File: src/rcfp_pkg.sv
// ----------------------------------------------------------------------------
// rcfp_pkg
// Shared types, constants and servo scaling for the receiver frame parser.
// ----------------------------------------------------------------------------
package rcfp_pkg;

	// Framing bytes
	localparam logic [7:0] SYNC_BYTE    = 8'hFF;
	localparam logic [7:0] HDR_STATUS   = 8'h1F;
	localparam logic [7:0] HDR_SCAN     = 8'hE3;
	localparam logic [7:0] HDR_TYPE_MSK = 8'hF0;
	localparam logic [7:0] HDR_SERVO    = 8'h10;
	localparam logic [7:0] SUM_ALT      = 8'hFE;

	// Frame lengths and frame store depth
	localparam logic [5:0] LEN_STATUS = 6'd5;
	localparam logic [5:0] LEN_SERVO  = 6'd4;
	localparam logic [5:0] LEN_SCAN   = 6'd48;
	localparam int         FRAME_KEEP = 5;
	localparam logic [3:0] PAIR_COUNT = 4'd10;

	// Register reset
	localparam logic [7:0] RSSI_THR_RESET = 8'd7;

	// Servo scaling: divide by 6 through a reciprocal; magnitudes at or above
	// 6 * 513 always clamp, so only 12 bits of magnitude reach the multiplier.
	localparam logic [15:0] SERVO_NEUTRAL = 16'd11059;
	localparam logic [15:0] SERVO_CLAMP   = 16'd3078;
	localparam logic [11:0] DIV6_RECIP    = 12'd2731;
	localparam logic [9:0]  QUOT_LIMIT    = 10'd512;

	// Result codes
	typedef enum logic [2:0] {
		ST_NONE    = 3'd0,
		ST_STATUS  = 3'd1,
		ST_SERVO   = 3'd2,
		ST_RANGE   = 3'd3,
		ST_UNKNOWN = 3'd4,
		ST_CHKSUM  = 3'd5
	} frame_status_t;

	// Big-endian word -> offset, /6 toward zero, *4, clamp to +-2048
	function automatic logic signed [12:0] scale_servo(input logic [7:0] hi,
	                                                   input logic [7:0] lo);
		logic [15:0] diff;
		logic        neg;
		logic [15:0] mag;
		logic [23:0] prod;
		logic [9:0]  quot;
		logic [12:0] val;
		diff = {hi, lo} - SERVO_NEUTRAL;
		neg  = diff[15];
		mag  = neg ? (16'd0 - diff) : diff;
		prod = mag[11:0] * DIV6_RECIP;
		if (mag >= SERVO_CLAMP) begin
			quot = QUOT_LIMIT;
		end else begin
			quot = prod[23:14];
		end
		val = {1'b0, quot, 2'b00};
		return neg ? signed'(13'd0 - val) : signed'(val);
	endfunction

endpackage

File: src/rcfp_if.sv
// ----------------------------------------------------------------------------
// rcfp channel interfaces
// Byte request channel and result request channel, valid/ready handshake.
// ----------------------------------------------------------------------------
interface rcfp_byte_if;
	logic       valid;
	logic       ready;
	logic [7:0] data_byte;

	modport source (output valid, output data_byte, input ready);
	modport sink   (input valid, input data_byte, output ready);
endinterface

interface rcfp_result_if;
	logic               valid;
	logic               ready;
	logic [2:0]         frame_status;
	logic [3:0]         first_channel;
	logic signed [12:0] channel_a;
	logic signed [12:0] channel_b;
	logic [7:0]         band_allocation;
	logic [7:0]         receiver_channel;
	logic [7:0]         signal_strength;
	logic [7:0]         battery_level;
	logic               signal_ok;
	logic [31:0]        bad_checksum_count;
	logic [31:0]        unknown_frame_count;

	modport source (output valid, output frame_status, output first_channel,
	                output channel_a, output channel_b, output band_allocation,
	                output receiver_channel, output signal_strength,
	                output battery_level, output signal_ok,
	                output bad_checksum_count, output unknown_frame_count,
	                input ready);
	modport sink   (input valid, input frame_status, input first_channel,
	                input channel_a, input channel_b, input band_allocation,
	                input receiver_channel, input signal_strength,
	                input battery_level, input signal_ok,
	                input bad_checksum_count, input unknown_frame_count,
	                output ready);
endinterface

File: src/rc_receiver_frame_parser_top.sv
// A byte accepted into the byte register has its result loaded into the result
// register once that stage can load, and waits while a finished result is unread.
// Throughput: one byte per cycle unless results stall; the byte register and
// result register form two stages: a free byte stage takes a byte while a result waits.
// Reset (arst_n low, asynchronous): parser state, stored values and counters
// clear to zero, the RSSI threshold returns to 7, both stages empty.
// ----------------------------------------------------------------------------
// rc_receiver_frame_parser_top
// Byte-serial receiver frame parser: resync, header decode, checksum, status
// frame storage, servo pair scaling and error counting.
// ----------------------------------------------------------------------------
module rc_receiver_frame_parser_top (
	input  logic                  clk,
	input  logic                  arst_n,
	rcfp_byte_if.sink             rx,
	rcfp_result_if.source         result,
	input  logic                  cfg_we,
	input  logic [7:0]            cfg_wdata
);

	localparam int FRAME_KEEP_L = rcfp_pkg::FRAME_KEEP;

	// Threshold register
	logic [7:0] rssi_thr_q;
	always_ff @(posedge clk or negedge arst_n) begin
		if (!arst_n) begin
			rssi_thr_q <= rcfp_pkg::RSSI_THR_RESET;
		end else if (cfg_we) begin
			rssi_thr_q <= cfg_wdata;
		end
	end

	// Handshake: byte stage advances when the result stage can load
	logic       byte_valid_s1;
	logic [7:0] byte_s1;
	logic       res_valid_q;
	logic       res_load;
	logic       step;

	assign res_load = !res_valid_q || result.ready;
	assign rx.ready = !byte_valid_s1 || res_load;
	assign step     = byte_valid_s1 && res_load;

	always_ff @(posedge clk or negedge arst_n) begin
		if (!arst_n) begin
			byte_valid_s1 <= 1'b0;
		end else if (rx.ready) begin
			byte_valid_s1 <= rx.valid;
		end
	end

	always_ff @(posedge clk) begin
		if (rx.valid && rx.ready) begin
			byte_s1 <= rx.data_byte;
		end
	end

	// Parser state
	logic [7:0]  prev_q;
	logic [5:0]  idx_q;
	logic [7:0]  sum_q;
	logic [5:0]  exp_len_q;
	logic [7:0]  fb_q [FRAME_KEEP_L];
	logic [7:0]  band_q;
	logic [7:0]  rxch_q;
	logic [7:0]  rssi_q;
	logic [7:0]  batt_q;
	logic [31:0] bad_cnt_q;
	logic [31:0] unk_cnt_q;

	// Byte decode
	logic                    resync;
	logic [5:0]              exp_len_d;
	logic                    at_chk;
	logic [7:0]              chk_exp;
	logic                    chk_ok;
	logic [7:0]              hdr;
	logic                    hdr_servo;
	logic                    pair_ok;
	rcfp_pkg::frame_status_t status_d;

	assign resync    = (byte_s1 == rcfp_pkg::SYNC_BYTE) && (prev_q == rcfp_pkg::SYNC_BYTE);
	assign at_chk    = (byte_s1 != rcfp_pkg::SYNC_BYTE) && (idx_q > exp_len_d);
	assign chk_exp   = (~sum_q == rcfp_pkg::SYNC_BYTE) ? rcfp_pkg::SUM_ALT : ~sum_q;
	assign chk_ok    = (byte_s1 == chk_exp);
	assign hdr       = fb_q[0];
	assign hdr_servo = ((hdr & rcfp_pkg::HDR_TYPE_MSK) == rcfp_pkg::HDR_SERVO);
	assign pair_ok   = (hdr[3:0] < rcfp_pkg::PAIR_COUNT);

	// Header sets the frame length; unknown headers keep the old one
	always_comb begin
		exp_len_d = exp_len_q;
		if (idx_q == 6'd0) begin
			priority if (byte_s1 == rcfp_pkg::HDR_STATUS) begin
				exp_len_d = rcfp_pkg::LEN_STATUS;
			end else if ((byte_s1 & rcfp_pkg::HDR_TYPE_MSK) == rcfp_pkg::HDR_SERVO) begin
				exp_len_d = rcfp_pkg::LEN_SERVO;
			end else if (byte_s1 == rcfp_pkg::HDR_SCAN) begin
				exp_len_d = rcfp_pkg::LEN_SCAN;
			end else begin
				exp_len_d = exp_len_q;
			end
		end
	end

	// Frame outcome at the checksum byte
	always_comb begin
		status_d = rcfp_pkg::ST_NONE;
		if (!resync && at_chk) begin
			priority if (!chk_ok) begin
				status_d = rcfp_pkg::ST_CHKSUM;
			end else if (hdr == rcfp_pkg::HDR_STATUS) begin
				status_d = rcfp_pkg::ST_STATUS;
			end else if (hdr_servo && pair_ok) begin
				status_d = rcfp_pkg::ST_SERVO;
			end else if (hdr_servo) begin
				status_d = rcfp_pkg::ST_RANGE;
			end else begin
				status_d = rcfp_pkg::ST_UNKNOWN;
			end
		end
	end

	// Next values of stored fields, shown in this step's result
	logic [7:0]  band_d, rxch_d, rssi_d, batt_d;
	logic [31:0] bad_cnt_d, unk_cnt_d;
	logic        is_servo;

	assign is_servo  = (status_d == rcfp_pkg::ST_SERVO);
	assign band_d    = (status_d == rcfp_pkg::ST_STATUS) ? fb_q[1] : band_q;
	assign rxch_d    = (status_d == rcfp_pkg::ST_STATUS) ? fb_q[2] : rxch_q;
	assign rssi_d    = (status_d == rcfp_pkg::ST_STATUS) ? fb_q[3] : rssi_q;
	assign batt_d    = (status_d == rcfp_pkg::ST_STATUS) ? fb_q[4] : batt_q;
	assign bad_cnt_d = bad_cnt_q + 32'((status_d == rcfp_pkg::ST_CHKSUM));
	assign unk_cnt_d = unk_cnt_q + 32'((status_d == rcfp_pkg::ST_UNKNOWN));

	// Parser state update
	always_ff @(posedge clk or negedge arst_n) begin
		if (!arst_n) begin
			prev_q    <= '0;
			idx_q     <= '0;
			sum_q     <= '0;
			exp_len_q <= '0;
			for (int i = 0; i < FRAME_KEEP_L; i++) begin
				fb_q[i] <= '0;
			end
			band_q    <= '0;
			rxch_q    <= '0;
			rssi_q    <= '0;
			batt_q    <= '0;
			bad_cnt_q <= '0;
			unk_cnt_q <= '0;
		end else if (step) begin
			if (resync) begin
				idx_q <= '0;
				sum_q <= '0;
			end else begin
				exp_len_q <= exp_len_d;
				prev_q    <= byte_s1;
				if (at_chk) begin
					idx_q <= '0;
					sum_q <= '0;
				end else begin
					if (idx_q < 6'(FRAME_KEEP_L)) begin
						fb_q[idx_q[2:0]] <= byte_s1;
					end
					idx_q <= idx_q + 6'd1;
					sum_q <= sum_q + byte_s1;
				end
			end
			band_q    <= band_d;
			rxch_q    <= rxch_d;
			rssi_q    <= rssi_d;
			batt_q    <= batt_d;
			bad_cnt_q <= bad_cnt_d;
			unk_cnt_q <= unk_cnt_d;
		end
	end

	// Result register
	always_ff @(posedge clk or negedge arst_n) begin
		if (!arst_n) begin
			res_valid_q <= 1'b0;
		end else if (res_load) begin
			res_valid_q <= byte_valid_s1;
		end
	end

	logic [2:0]         status_q;
	logic [3:0]         first_q;
	logic signed [12:0] cha_q, chb_q;
	logic [7:0]         band_out_q, rxch_out_q, rssi_out_q, batt_out_q;
	logic               sig_ok_q;
	logic [31:0]        bad_out_q, unk_out_q;

	always_ff @(posedge clk) begin
		if (step) begin
			status_q   <= 3'(status_d);
			first_q    <= is_servo ? hdr[3:0] : 4'd0;
			cha_q      <= is_servo ? rcfp_pkg::scale_servo(fb_q[1], fb_q[2]) : 13'sd0;
			chb_q      <= is_servo ? rcfp_pkg::scale_servo(fb_q[3], fb_q[4]) : 13'sd0;
			band_out_q <= band_d;
			rxch_out_q <= rxch_d;
			rssi_out_q <= rssi_d;
			batt_out_q <= batt_d;
			sig_ok_q   <= (rssi_d > rssi_thr_q);
			bad_out_q  <= bad_cnt_d;
			unk_out_q  <= unk_cnt_d;
		end
	end

	assign result.valid               = res_valid_q;
	assign result.frame_status        = status_q;
	assign result.first_channel       = first_q;
	assign result.channel_a           = cha_q;
	assign result.channel_b           = chb_q;
	assign result.band_allocation     = band_out_q;
	assign result.receiver_channel    = rxch_out_q;
	assign result.signal_strength     = rssi_out_q;
	assign result.battery_level       = batt_out_q;
	assign result.signal_ok           = sig_ok_q;
	assign result.bad_checksum_count  = bad_out_q;
	assign result.unknown_frame_count = unk_out_q;

	// Checks
	a_servo_fields_zero: assert property (@(posedge clk) disable iff (!arst_n)
		(res_valid_q && status_q != 3'(rcfp_pkg::ST_SERVO))
		|-> (first_q == 4'd0 && cha_q == 13'sd0 && chb_q == 13'sd0))
		else $error("pair fields set on a non-servo result");

	a_bad_count_source: assert property (@(posedge clk) disable iff (!arst_n)
		(bad_cnt_q != $past(bad_cnt_q))
		|-> (res_valid_q && status_q == 3'(rcfp_pkg::ST_CHKSUM)))
		else $error("checksum counter moved without a checksum error result");

	a_no_byte_drop: assert property (@(posedge clk) disable iff (!arst_n)
		!rx.ready |-> (byte_valid_s1 && res_valid_q))
		else $error("byte request refused with a free stage");

endmodule

File: src/flat_wrapper.sv
// flat-port wrapper written by rule: the top's interface ports become plain ports
module rc_receiver_frame_parser_top_flat 
  (clk, arst_n, cfg_we, cfg_wdata, rx_valid, rx_data_byte, rx_ready, result_valid, result_frame_status, result_first_channel, result_channel_a, result_channel_b, result_band_allocation, result_receiver_channel, result_signal_strength, result_battery_level, result_signal_ok, result_bad_checksum_count, result_unknown_frame_count, result_ready);
  rcfp_byte_if rx_i ();
  rcfp_result_if result_i ();
  input  logic clk;
  input  logic arst_n;
  input  logic cfg_we;
  input  logic [7:0] cfg_wdata;
  input wire logic [$bits(rx_i.valid)-1:0] rx_valid;
  input wire logic [$bits(rx_i.data_byte)-1:0] rx_data_byte;
  output wire logic [$bits(rx_i.ready)-1:0] rx_ready;
  output wire logic [$bits(result_i.valid)-1:0] result_valid;
  output wire logic [$bits(result_i.frame_status)-1:0] result_frame_status;
  output wire logic [$bits(result_i.first_channel)-1:0] result_first_channel;
  output wire logic [$bits(result_i.channel_a)-1:0] result_channel_a;
  output wire logic [$bits(result_i.channel_b)-1:0] result_channel_b;
  output wire logic [$bits(result_i.band_allocation)-1:0] result_band_allocation;
  output wire logic [$bits(result_i.receiver_channel)-1:0] result_receiver_channel;
  output wire logic [$bits(result_i.signal_strength)-1:0] result_signal_strength;
  output wire logic [$bits(result_i.battery_level)-1:0] result_battery_level;
  output wire logic [$bits(result_i.signal_ok)-1:0] result_signal_ok;
  output wire logic [$bits(result_i.bad_checksum_count)-1:0] result_bad_checksum_count;
  output wire logic [$bits(result_i.unknown_frame_count)-1:0] result_unknown_frame_count;
  input wire logic [$bits(result_i.ready)-1:0] result_ready;
  assign rx_i.valid = rx_valid;
  assign rx_i.data_byte = rx_data_byte;
  assign rx_ready = rx_i.ready;
  assign result_valid = result_i.valid;
  assign result_frame_status = result_i.frame_status;
  assign result_first_channel = result_i.first_channel;
  assign result_channel_a = result_i.channel_a;
  assign result_channel_b = result_i.channel_b;
  assign result_band_allocation = result_i.band_allocation;
  assign result_receiver_channel = result_i.receiver_channel;
  assign result_signal_strength = result_i.signal_strength;
  assign result_battery_level = result_i.battery_level;
  assign result_signal_ok = result_i.signal_ok;
  assign result_bad_checksum_count = result_i.bad_checksum_count;
  assign result_unknown_frame_count = result_i.unknown_frame_count;
  assign result_i.ready = result_ready;
  rc_receiver_frame_parser_top u_core (.clk(clk), .arst_n(arst_n), .rx(rx_i), .result(result_i), .cfg_we(cfg_we), .cfg_wdata(cfg_wdata));
endmodule
File: config.mk
export PLATFORM = sky130hd
export DESIGN_NAME = rc_receiver_frame_parser_top_flat
export DESIGN_NICKNAME = d
export VERILOG_FILES = /design/src/rcfp_pkg.sv /design/src/rcfp_if.sv /design/src/rc_receiver_frame_parser_top.sv /design/src/flat_wrapper.sv
export SDC_FILE = /design/constraint.sdc
export NUM_CORES = 1
export LEC_CHECK = 0
export BUFFER_PORTS_ARGS = -buffer_cell sky130_fd_sc_hd__buf_2
export CORE_MARGIN = 2
export CORE_UTILIZATION = 63
export CTS_BUF_LIST = sky130_fd_sc_hd__clkbuf_8
export DETAILED_ROUTE_END_ITERATION = 7
export HOLD_SLACK_MARGIN = 0.08
export PLACE_DENSITY = 0.91
export SLEW_MARGIN = 25
export SYNTH_ARGS = -nofsm -noshare
export SYNTH_HDL_FRONTEND = slang
export SYNTH_SLANG_ARGS = --single-unit
File: constraint.sdc
create_clock -name clk -period 11.06 [get_ports clk]
set_input_delay 2.212 -clock clk [delete_from_list [all_inputs] [get_ports clk]]
set_output_delay 2.212 -clock clk [all_outputs]
set_load 0.02 [all_outputs]
==> summary.txt <==
via/cell ratio -> 5.897
Post-CTS Repair Setup Buffers -> 0
Hold Path Class -> reg -> reg
commonest non-fill, non-tap cell in the layout -> nand2_1
Clock Latency Late Sink -> 0.60 ns
ANT cells -> 0
Tcrit/Tclk final -> 82.02%
first-pass GRT wire length -> 79,900 um
Die Span X -> 187.0 um
CTS resizes -> 0
CTS HTree Levels -> 2
post-route setup TNS -> 0 ns
Setup crit start -> u_core.fb_q[0]
Avg Cell Area, Syn -> 10.35 sq um
fmax -> 0.1102 GHz
antenna violations before repair -> 0
Distinct cells, synth -> 94
Pins Over Slew Limit -> 0
GRT Overall Usage -> 27.92%
Layout area overhead -> 10.40%
Cell Area, Synth -> 21,100 sq um
Initial DRC Count -> 1,369
clk root buf -> clkbuf_8
Pre-antenna DRT Iters -> 5
RSZ-0062 raised after global routing -> no
crit path kind -> reg -> reg
cell accounting for the most synthesized area -> dfrtp_1
Setup Skew -> 0.02073 ns
CP max-delay cell -> xor2_1
CP Max Fanout -> 20
share of post-route cells with drive strength above 1 -> 15.62%
Remaining DRCs -> 0
endpoints failing setup -> 0
CP Buf/Inv Count -> 4
Detail Route Antenna Nets -> 0
fill cell count -> 2,307
Net count, final -> 2,469
CTS sink cnt -> 308
total CTS buffers -> 49
die area -> 34,970 sq um
via count -> 15,745
Worst-Margin Slew -> 1.018 ns
CP Capture Type -> flip-flop
Routability Congestion -> 0.9475
EDFF count, synth -> 134
sequential element share of the synthesized area -> 39.73%
register area -> 8382 sq um
Synth top area share -> 20.28%
CTS tree -> yes
Post-Syn Instances -> 2,039
HPWL Detailed -> 35,070 um
Critical R2R Launch -> u_core.fb_q[0]
GRT overflow -> 0
worst rel slew slack -> 32.16%
crit path launch type -> flip-flop
WL final -> 48,500 um
Worst EP arrival -> 9.48 ns
Setup WS pre-CTS -> 2.145 ns
wire per inst -> 18.16 um
HP Start -> u_core.rssi_q[3]
Util after Layout -> 69.99%
ys flop type -> dfrtp_1
slowest stage delay, CP -> 0.62 ns
core region area -> 33,280 sq um
synth warn -> 0
CP required -> 11.47 ns
max cap viols -> 0
largest net degree at the start of global routing -> 126
FF+latch count, synth -> 308
deepest clock path buffer count -> 3
final worst setup slack -> 1.988 ns
asr flop ratio synth -> 56.49%
Die H -> 187.0 um
PortBufs -> 148
vias in the first global route -> 16,337
Clock transition at path regs -> 0.06 ns
Post-CTS Hold Buffers -> 0
Multi-input gate area -> 11,770 sq um
status -> finished clean
Ports -> 153
Rows -> 67
CP top delay family -> adder cells
Area contributors post-synth -> dfrtp_1, edfxtp_1, ha_1
Hold Fails Final Rpt -> 0
most frequent cells in the layout -> nand2_1, ha_1, inv_1
initial core utilization -> 63.40%
slack of the worst reg-to-reg path -> 1.99 ns
fin crit period -> 9.072 ns
[layer usage]
layer	up-vias	global-route usage, %	wire length [um]
met3	131	5.722	3240
met5	-	0	0
li1	7335	-	-
met2	606	47.63	23750
met4	0	11.26	1675
met1	7673	34.89	19830
[logic make-up (layout without fill, tap and decap cells)]
family	after synthesis	in the layout	share of synthesized area, %
AO/OA/AOI/OAI	277	277	9.091
flip-flops	308	308	39.73
other	1	4	0.01777
multiplexers	87	87	4.584
AND/OR/NAND/NOR	623	623	14.16
buffers and inverters	249	429	4.608
XOR/XNOR	227	227	9.530
adder cells (fa/ha/maj)	267	267	18.29
[flip-flops by register name, summed over array words and instances (netlist names), 11 cells and up]
signal                             count
u_core.unk_cnt_q                      32
u_core.result.channel_b               11
u_core.result.channel_a               11
u_core.fb_q                           32
u_core.result.bad_checksum_count      32
u_core.bad_cnt_q                      32
u_core.result.unknown_frame_count     32
[worst paths after layout]
kind                                         endpoint  depth (start not counted)
setup / recovery           u_core.result.channel_b[8]                         28
hold / removal                       u_core.rssi_q[3]                          2
setup reg to reg           u_core.result.channel_b[8]                         28
hold reg to reg                      u_core.rssi_q[3]                          2
max in group asynchronous             u_core.fb_q[31]                          2
min in group asynchronous        u_core.rssi_thr_q[4]                          1
[worst min-delay path, delay by kind of cell, from the launching register on]
kind,cells,cell delay (ns)
flip-flops,1,0.34
AND/OR/NAND/NOR,2,0.10
[area by class of cell]
cell class | instances | area share, %
well taps | 448 | 2.407
flip-flops and latches | 308 | 35.99
repair buffers | 156 | 3.481
clock buffers | 56 | 3.309
multi-input cells | 1485 | 50.51
clock inverters | 36 | 1.370
inverters | 181 | 2.938
[through the flow]
| step | cell area (sq um) | hold WS (ns) | std cells |
|---|---|---|---|
| global placement | 22200 | 0.4528 | 2578 |
| CTS | 23290 | 0.4736 | 2670 |
| floorplan | 21110 | 0.4418 | 2042 |
| detailed placement | 22200 | 0.4583 | 2578 |
| global route | 23290 | 0.4980 | 2670 |
| finish | 23290 | 0.4718 | 2670 |
[cells in the mapped netlist (45+ instances only)]
master / number
nor2_1: 127
xor2_1: 100
mux2_2: 77
clkbuf_1: 45
xnor2_1: 124
edfxtp_1: 134
fa_1: 69
dfrtp_1: 171
ha_1: 198
nand2_1: 243
o21ai_0: 67
nand3_1: 62
a21oi_1: 60
inv_1: 180
Power is not shown: default switching activity piles up to over one toggle a cycle in this logic, so the estimate is an artifact.
